`src/hdl/gmp_pkg.sv`:
```
// Shared widths, constants, register indexes and configuration type for the gradient map.
package gmp_pkg;

    localparam int PIX_W       = 8;
    localparam int GAIN_W      = 16;
    localparam int OFFSET_W    = 16;
    localparam int SUM_W       = 10;
    localparam int LEVEL_W     = 17;
    localparam int PROD_W      = LEVEL_W + 1 + GAIN_W;
    localparam int RECIP_W     = 27;
    localparam int RECIP_SHIFT = 20;
    localparam int CFG_IDX_W   = 3;
    localparam int CFG_DATA_W  = 16;

    // ceil(2^36 / 765): exact floor(sum * 65536 / 765) for sum up to 765
    localparam logic [RECIP_W-1:0] RECIP     = 27'd89829382;
    localparam logic [LEVEL_W-1:0] LEVEL_ONE = 17'd65536;

    localparam logic [CFG_IDX_W-1:0] REG_START_RED   = 3'd0;
    localparam logic [CFG_IDX_W-1:0] REG_START_GREEN = 3'd1;
    localparam logic [CFG_IDX_W-1:0] REG_START_BLUE  = 3'd2;
    localparam logic [CFG_IDX_W-1:0] REG_END_RED     = 3'd3;
    localparam logic [CFG_IDX_W-1:0] REG_END_GREEN   = 3'd4;
    localparam logic [CFG_IDX_W-1:0] REG_END_BLUE    = 3'd5;
    localparam logic [CFG_IDX_W-1:0] REG_GAIN        = 3'd6;
    localparam logic [CFG_IDX_W-1:0] REG_OFFSET      = 3'd7;

    typedef struct packed {
        logic        [PIX_W-1:0]    start_red;
        logic        [PIX_W-1:0]    start_green;
        logic        [PIX_W-1:0]    start_blue;
        logic        [PIX_W-1:0]    end_red;
        logic        [PIX_W-1:0]    end_green;
        logic        [PIX_W-1:0]    end_blue;
        logic signed [GAIN_W-1:0]   gain;
        logic signed [OFFSET_W-1:0] offset;
    } gmp_cfg_t;

endpackage

```
`src/hdl/gmp_cfg.sv`:
```
// Configuration register file for the gradient map.
module gmp_cfg (
    input  logic                           aclk,
    input  logic                           aresetn,
    input  logic                           cfg_valid,
    output logic                           cfg_ready,
    input  logic [gmp_pkg::CFG_IDX_W-1:0]  cfg_index,
    input  logic [gmp_pkg::CFG_DATA_W-1:0] cfg_data,
    output gmp_pkg::gmp_cfg_t              cfg
);
    import gmp_pkg::*;

    gmp_cfg_t cfg_reg;

    assign cfg_ready = 1'b1;
    assign cfg       = cfg_reg;

    always_ff @(posedge aclk) begin
        if (!aresetn) begin
            cfg_reg.start_red   <= '0;
            cfg_reg.start_green <= '0;
            cfg_reg.start_blue  <= '0;
            cfg_reg.end_red     <= '1;
            cfg_reg.end_green   <= '1;
            cfg_reg.end_blue    <= '1;
            cfg_reg.gain        <= 16'sd256;
            cfg_reg.offset      <= '0;
        end else if (cfg_valid) begin
            unique case (cfg_index)
                REG_START_RED:   cfg_reg.start_red   <= cfg_data[PIX_W-1:0];
                REG_START_GREEN: cfg_reg.start_green <= cfg_data[PIX_W-1:0];
                REG_START_BLUE:  cfg_reg.start_blue  <= cfg_data[PIX_W-1:0];
                REG_END_RED:     cfg_reg.end_red     <= cfg_data[PIX_W-1:0];
                REG_END_GREEN:   cfg_reg.end_green   <= cfg_data[PIX_W-1:0];
                REG_END_BLUE:    cfg_reg.end_blue    <= cfg_data[PIX_W-1:0];
                REG_GAIN:        cfg_reg.gain        <= cfg_data[GAIN_W-1:0];
                REG_OFFSET:      cfg_reg.offset      <= cfg_data[OFFSET_W-1:0];
                default: ;
            endcase
        end
    end

endmodule

```
`src/hdl/gmp_level.sv`:
```
// Brightness pipeline: channel sum, scale to 1.16, gain, offset and clamp.
module gmp_level (
    input  logic                               aclk,
    input  logic                               aresetn,
    input  logic signed [gmp_pkg::GAIN_W-1:0]   gain,
    input  logic signed [gmp_pkg::OFFSET_W-1:0] offset,
    input  logic                               in_valid,
    output logic                               in_ready,
    input  logic [gmp_pkg::PIX_W-1:0]           in_red,
    input  logic [gmp_pkg::PIX_W-1:0]           in_green,
    input  logic [gmp_pkg::PIX_W-1:0]           in_blue,
    output logic                               lvl_valid,
    input  logic                               lvl_ready,
    output logic [gmp_pkg::LEVEL_W-1:0]         lvl
);
    import gmp_pkg::*;

    localparam int BRIGHT_FULL_W = SUM_W + RECIP_W;
    localparam int SCALED_W      = PROD_W - 8;
    localparam int TOTAL_W       = SCALED_W + 2;

    logic                      sum_vld_reg, bright_vld_reg, prod_vld_reg, lvl_vld_reg;
    logic                      adv_sum, adv_bright, adv_prod, adv_lvl;
    logic [SUM_W-1:0]          sum_reg, sum_next;
    logic [LEVEL_W-1:0]        bright_reg, bright_next;
    logic [BRIGHT_FULL_W-1:0]  bright_full;
    logic signed [PROD_W-1:0]  prod_reg, prod_next;
    logic signed [SCALED_W-1:0] scaled;
    logic signed [TOTAL_W-1:0] total;
    logic [LEVEL_W-1:0]        lvl_reg, lvl_next;

    assign adv_lvl    = !lvl_vld_reg    || lvl_ready;
    assign adv_prod   = !prod_vld_reg   || adv_lvl;
    assign adv_bright = !bright_vld_reg || adv_prod;
    assign adv_sum    = !sum_vld_reg    || adv_bright;
    assign in_ready   = adv_sum;

    assign sum_next = {2'b00, in_red} + {2'b00, in_green} + {2'b00, in_blue};

    assign bright_full = {{RECIP_W{1'b0}}, sum_reg} * {{SUM_W{1'b0}}, RECIP};
    assign bright_next = bright_full[RECIP_SHIFT +: LEVEL_W];

    assign prod_next = $signed({1'b0, bright_reg}) * gain;

    // arithmetic shift gives floor toward minus infinity
    assign scaled = prod_reg[PROD_W-1:8];
    assign total  = {{2{scaled[SCALED_W-1]}}, scaled}
                  + {{(TOTAL_W-OFFSET_W-4){offset[OFFSET_W-1]}}, offset, 4'b0000};

    always_comb begin
        priority if (total[TOTAL_W-1]) begin
            lvl_next = '0;
        end else if (total > $signed({{(TOTAL_W-LEVEL_W){1'b0}}, LEVEL_ONE})) begin
            lvl_next = LEVEL_ONE;
        end else begin
            lvl_next = total[LEVEL_W-1:0];
        end
    end

    always_ff @(posedge aclk) begin
        if (!aresetn) begin
            sum_vld_reg    <= 1'b0;
            bright_vld_reg <= 1'b0;
            prod_vld_reg   <= 1'b0;
            lvl_vld_reg    <= 1'b0;
        end else begin
            if (adv_sum)    sum_vld_reg    <= in_valid;
            if (adv_bright) bright_vld_reg <= sum_vld_reg;
            if (adv_prod)   prod_vld_reg   <= bright_vld_reg;
            if (adv_lvl)    lvl_vld_reg    <= prod_vld_reg;
        end
    end

    always_ff @(posedge aclk) begin
        if (adv_sum)    sum_reg    <= sum_next;
        if (adv_bright) bright_reg <= bright_next;
        if (adv_prod)   prod_reg   <= prod_next;
        if (adv_lvl)    lvl_reg    <= lvl_next;
    end

    assign lvl_valid = lvl_vld_reg;
    assign lvl       = lvl_reg;

endmodule

```
`src/hdl/gmp_blend.sv`:
```
// Colour blend stage and output register.
module gmp_blend (
    input  logic                       aclk,
    input  logic                       aresetn,
    input  gmp_pkg::gmp_cfg_t          cfg,
    input  logic                       lvl_valid,
    output logic                       lvl_ready,
    input  logic [gmp_pkg::LEVEL_W-1:0] lvl,
    output logic                       out_valid,
    input  logic                       out_ready,
    output logic [gmp_pkg::PIX_W-1:0]  out_red,
    output logic [gmp_pkg::PIX_W-1:0]  out_green,
    output logic [gmp_pkg::PIX_W-1:0]  out_blue
);
    import gmp_pkg::*;

    localparam int DIFF_W = PIX_W + 1;
    localparam int MUL_W  = DIFF_W + LEVEL_W + 1;
    localparam int STEP_W = MUL_W - 16;

    // start + floor(level * (end - start) / 65536)
    function automatic logic [PIX_W-1:0] mix(input logic [PIX_W-1:0] s,
                                             input logic [PIX_W-1:0] e,
                                             input logic [LEVEL_W-1:0] l);
        logic signed [DIFF_W-1:0] diff;
        logic signed [MUL_W-1:0]  mul;
        logic signed [STEP_W-1:0] step;
        logic signed [STEP_W-1:0] sum;
        diff = $signed({1'b0, e}) - $signed({1'b0, s});
        mul  = diff * $signed({1'b0, l});
        step = mul[MUL_W-1:16];
        sum  = step + $signed({{(STEP_W-PIX_W){1'b0}}, s});
        return sum[PIX_W-1:0];
    endfunction

    logic             vld_reg, adv;
    logic [PIX_W-1:0] red_reg, green_reg, blue_reg;

    assign adv       = !vld_reg || out_ready;
    assign lvl_ready = adv;

    always_ff @(posedge aclk) begin
        if (!aresetn) begin
            vld_reg <= 1'b0;
        end else if (adv) begin
            vld_reg <= lvl_valid;
        end
    end

    always_ff @(posedge aclk) begin
        if (adv) begin
            red_reg   <= mix(cfg.start_red,   cfg.end_red,   lvl);
            green_reg <= mix(cfg.start_green, cfg.end_green, lvl);
            blue_reg  <= mix(cfg.start_blue,  cfg.end_blue,  lvl);
        end
    end

    assign out_valid = vld_reg;
    assign out_red   = red_reg;
    assign out_green = green_reg;
    assign out_blue  = blue_reg;

endmodule

```
`src/hdl/gradient_map_pixel.sv`:
```
// Top level of the two-colour gradient map, one RGB pixel per word.
//
//   channel   direction  handshake              payload
//   s_        in         s_valid / s_ready      s_pixel_red, s_pixel_green, s_pixel_blue
//   m_        out        m_valid / m_ready      m_mapped_red, m_mapped_green, m_mapped_blue
//   cfg_      in         cfg_valid / cfg_ready  cfg_index, cfg_data
//
// One word per clock in and out while m_ready is high; the pipeline stages are sum, brightness
// multiply, gain multiply, offset and clamp, and colour blend.
// Synchronous active-low reset empties the pipeline and loads register defaults.
// Each stage stalls only when its successor is full, so bubbles close up
// and m_ready low holds the output word without losing anything.
module gradient_map_pixel (
    input  logic                           aclk,
    input  logic                           aresetn,
    input  logic                           s_valid,
    output logic                           s_ready,
    input  logic [gmp_pkg::PIX_W-1:0]      s_pixel_red,
    input  logic [gmp_pkg::PIX_W-1:0]      s_pixel_green,
    input  logic [gmp_pkg::PIX_W-1:0]      s_pixel_blue,
    output logic                           m_valid,
    input  logic                           m_ready,
    output logic [gmp_pkg::PIX_W-1:0]      m_mapped_red,
    output logic [gmp_pkg::PIX_W-1:0]      m_mapped_green,
    output logic [gmp_pkg::PIX_W-1:0]      m_mapped_blue,
    input  logic                           cfg_valid,
    output logic                           cfg_ready,
    input  logic [gmp_pkg::CFG_IDX_W-1:0]  cfg_index,
    input  logic [gmp_pkg::CFG_DATA_W-1:0] cfg_data
);
    import gmp_pkg::*;

    gmp_cfg_t           cfg;
    logic               lvl_valid, lvl_ready;
    logic [LEVEL_W-1:0] lvl;

    gmp_cfg u_cfg (
        .aclk      (aclk),
        .aresetn   (aresetn),
        .cfg_valid (cfg_valid),
        .cfg_ready (cfg_ready),
        .cfg_index (cfg_index),
        .cfg_data  (cfg_data),
        .cfg       (cfg)
    );

    gmp_level u_level (
        .aclk      (aclk),
        .aresetn   (aresetn),
        .gain      (cfg.gain),
        .offset    (cfg.offset),
        .in_valid  (s_valid),
        .in_ready  (s_ready),
        .in_red    (s_pixel_red),
        .in_green  (s_pixel_green),
        .in_blue   (s_pixel_blue),
        .lvl_valid (lvl_valid),
        .lvl_ready (lvl_ready),
        .lvl       (lvl)
    );

    gmp_blend u_blend (
        .aclk      (aclk),
        .aresetn   (aresetn),
        .cfg       (cfg),
        .lvl_valid (lvl_valid),
        .lvl_ready (lvl_ready),
        .lvl       (lvl),
        .out_valid (m_valid),
        .out_ready (m_ready),
        .out_red   (m_mapped_red),
        .out_green (m_mapped_green),
        .out_blue  (m_mapped_blue)
    );

endmodule
```
`config.mk`:
```
export PLATFORM = sky130hd
export DESIGN_NAME = gradient_map_pixel
export DESIGN_NICKNAME = d
export VERILOG_FILES = /design/src/hdl/gmp_pkg.sv /design/src/hdl/gmp_cfg.sv /design/src/hdl/gmp_level.sv /design/src/hdl/gmp_blend.sv /design/src/hdl/gradient_map_pixel.sv
export SDC_FILE = /design/constraint.sdc
export NUM_CORES = 2
export LEC_CHECK = 0
export ABC_AREA = 1
export BUFFER_PORTS_ARGS = -buffer_cell sky130_fd_sc_hd__buf_2
export CAP_MARGIN = 20
export CORE_AREA = 2 2 342 242
export CTS_CLUSTER_SIZE = 30
export DETAILED_ROUTE_END_ITERATION = 6
export DIE_AREA = 0 0 344 244
export GPL_TIMING_DRIVEN = 0
export PLACE_DENSITY = 0.65
export SLEW_MARGIN = 20
export SYNTH_ARGS = -nofsm -noshare
export SYNTH_HDL_FRONTEND = slang
export SYNTH_SLANG_ARGS = --single-unit
export TNS_END_PERCENT = 1
```
`constraint.sdc`:
```
create_clock -name aclk -period 11.4 [get_ports aclk]
set_input_delay 0.57 -clock aclk [delete_from_list [all_inputs] [get_ports aclk]]
set_output_delay 0.57 -clock aclk [all_outputs]
set_load 0.1 [all_outputs]
```
==> metrics.md <==
| Metric | Value |
|---|---|
| Max reg flops | `80` |
| Syn Std Cell Area | `around 0.036 sq mm` |
| Syn avg cell area | `between 7 and 8 sq um` |
| Ys Warns | `0` |
| Worst Hold Class | `in -> reg` |
| Nets@finish | `between 5000 and 6000` |
| Grt met1 use | `38.1%` |
| Layout fillers | `around 7900` |
| TritonCTS clock tree | `done` |
| Slowest CP cell | `o21ai_0` |
| Crit path launch type | `register` |
| Largest stage delay, worst path | `about 540 ps` |
| Placer congestion estimate | `approximately 0.94` |
| Most frequent cells in the layout | `999 x inv_1, 944 x nand2_1, 574 x fa_1` |
| PostCTS Resize Cnt | `0` |
| Arrival @ worst endpoint | `9110 ps` |
| RSZ-0062 raised after global routing | `no` |
| Critical Path Sink Type | `register` |
| Post-DP HPWL | `83800 um` |
| Post-Syn Nets | `between 5000 and 6000` |
| Clk_lat worst skew | `500 ps` |
| Slew headroom | `20.6%` |
| Area Growth Syn to Fin | `6.39%` |
| Wirelength per Cell | `17.6 um` |
| TritonCTS buffer count | `17` |
| Most crowded layer after global routing | `met1` |
| Total gr overflow | `0` |
| Synthesized netlist cell count | `roughly 4500` |
| Seq/Total Area, Yosys | `between 10% and 20%` |
| DR vias | `29609` |
| Pin count of the biggest net entering global routing | `29` |
| Area of the core | `about 0.080 sq mm` |
| Die W | `between 300 and 400 um` |
| Commonest non-fill, non-tap cell in the layout | `inv_1` |
| Most used DFF post-synth | `edfxtp_1` |
| Antenna Cells | `0` |
| Number of global-route vias before repair | `between 20000 and 30000` |
| Number of synthesized register bits | `~180` |
| DR DRC count | `0` |
| Die area | `0.0839 sq mm` |
| Post-CTS setup buffer count | `0` |
| Final Cycle Share | `between 70% and 80%` |
| GRT met3 Usage | `6.37%` |
| Ratio of cells with drive above 1 in the final layout | `3.37%` |
| Critical path class | `reg -> reg` |
| Clock sink count | `179` |
| CTS max path bufs | `2` |
| Die Y | `roughly 240 um` |
| IO buf count | `71` |
| Fin. max-slew vios | `0` |
| Area post-placement | `between 0.03 and 0.04 sq mm` |
| Final setup fails | `0` |
| Setup TNS | `0 ps` |
| Final Skew | `15.1 ps` |
| Final ANT Viol Nets | `0` |
| Final hold vios | `0` |
| Maximum fanout along the worst path | `10` |
| Clock-pin slew on the worst setup and hold paths | `80 ps` |
| Max frequency | `113 MHz` |
| Tmin final | `around 9000 ps` |
| Final core utilization | `approximately 48%` |
| First-pass GRT wire length | `161000 um` |
| CTS Root Cell | `clkbuf_16` |
| Worst path required time | `11650 ps` |
| Netlist cell types | `50` |
| Finished Cell Area | `between 0.03 and 0.04 sq mm` |
| Crit path top cell by count | `nand2_1` |
| H-tree levels | `4` |
| DR iter-0 viols | `between 3000 and 4000` |
| Vias per inst | `roughly 5.2` |
| # hold bufs at CTS | `0` |
| Slew @ Worst Pin | `around 1200 ps` |
| Met2 Usage GRT | `about a third` |
| Async S/R FF share, synth | `0%` |
| Outcome | `finished, final reports clean` |
| Initial antenna violation count | `2` |
| Total track usage | `24.8%` |
| Top-Level Pins | `75` |
| Post-Route WL | `approximately 100000 um` |
| Max Cap Viol | `0` |
| DRT Pass-1 Iters | `6` |
| FP Rows | `87` |
| EDFF count, synth | `between 90 and 100` |
| Starting Density | `approximately 45%` |
synthesized netlist by cell type (6+ instances only):
library cell / count / area share (%)
nor2_2: 15 / 0.26
nand2_2: 6 / 0.10
nor2_1: 452 / 4.7
fa_1: 574 / 32
clkbuf_1: 131 / 1.4
o21a_1: 10 / 0.21
dfxtp_1: 85 / 4.7
nand2_1: 944 / 9.8
inv_1: 1001 / 10
o21bai_1: 6 / 0.13
o211ai_1: 14 / 0.29
o221ai_1: 8 / 0.19
nand3b_1: 12 / 0.25
a221oi_1: 7 / 0.17
nand4_1: 45 / 0.78
clkinv_1: 7 / 0.073
nor3_1: 20 / 0.28
nand3_1: 110 / 1.5
a21oi_1: 208 / 2.9
a21o_1: 16 / 0.33
edfxtp_1: 94 / 7.8
or2_2: 15 / 0.26
ha_1: 453 / 16
o21ai_0: 122 / 1.7
xor2_1: 81 / 2.0
xnor2_1: 33 / 0.80
a31oi_1: 9 / 0.16
worst paths after layout:
check        slack (ps)  cells after the start              endpoint                    from
max                2530                     42    u_blend.out_red[7]           u_cfg.cfg[73]
min reg2reg         460                      2  u_level.prod_vld_reg  u_level.bright_vld_reg
min                 330                      3   u_level.sum_vld_reg                 s_valid
max reg2reg        2530                     42    u_blend.out_red[7]           u_cfg.cfg[73]
metrics by stage:
| step | instances | setup WS, ps | hold WS (ps) |
|---|---|---|---|
| 5_1_grt | 5698 | 1920 | 334 |
| 6_report | 5698 | 2530 | 334 |
| 3_3_place_gp | 5666 | 2720 | 444 |
| 3_5_place_dp | 5666 | 2650 | 451 |
| 4_1_cts | 5698 | 2630 | 311 |
| 2_1_floorplan | 4527 | 4150 | 435 |
layer usage:
layer,vias to the layer above,part of all wire [%]
li1,14007,-
met1,14265,48
met2,1228,40
met3,107,11
met4,2,1.5
met5,-,0.013
logic make-up after synthesis:
kind of cell    count (synthesis)  synth area share (%)
xor+xnor                      114                  2.77
fa+ha+maj                    1027                  47.7
simple gates                 1636                  18.4
flops                         179                  12.6
other cells                     1                0.0104
compound gates                424                  6.60
buf+inv                      1146                  12.0
worst max-delay path, delay by kind of cell (launching register included):
| kind | cells | cell delay, ps |
|---|---|---|
| adders and majority gates | 8 | 3350 |
| and+or+nand+nor | 20 | 2370 |
| AOI/OAI and AO/OA | 5 | 1390 |
| buffers and inverters | 9 | 990 |
| DFF | 1 | 520 |
layout make-up:
type	count	area (sq um)	area share [%]
plain buffers	137	529	1.38
clock buffers	17	425	1.11
inverters	1009	3790	9.89
clock inverters	15	176	0.461
flip-flops and latches	179	4520	11.8
repair buffers	71	355	0.928
multi-input cells	3202	27200	70.9
well taps	1068	1340	3.49
Power is not shown: default switching activity piles up to over one toggle a cycle in this logic, so the estimate is an artifact.
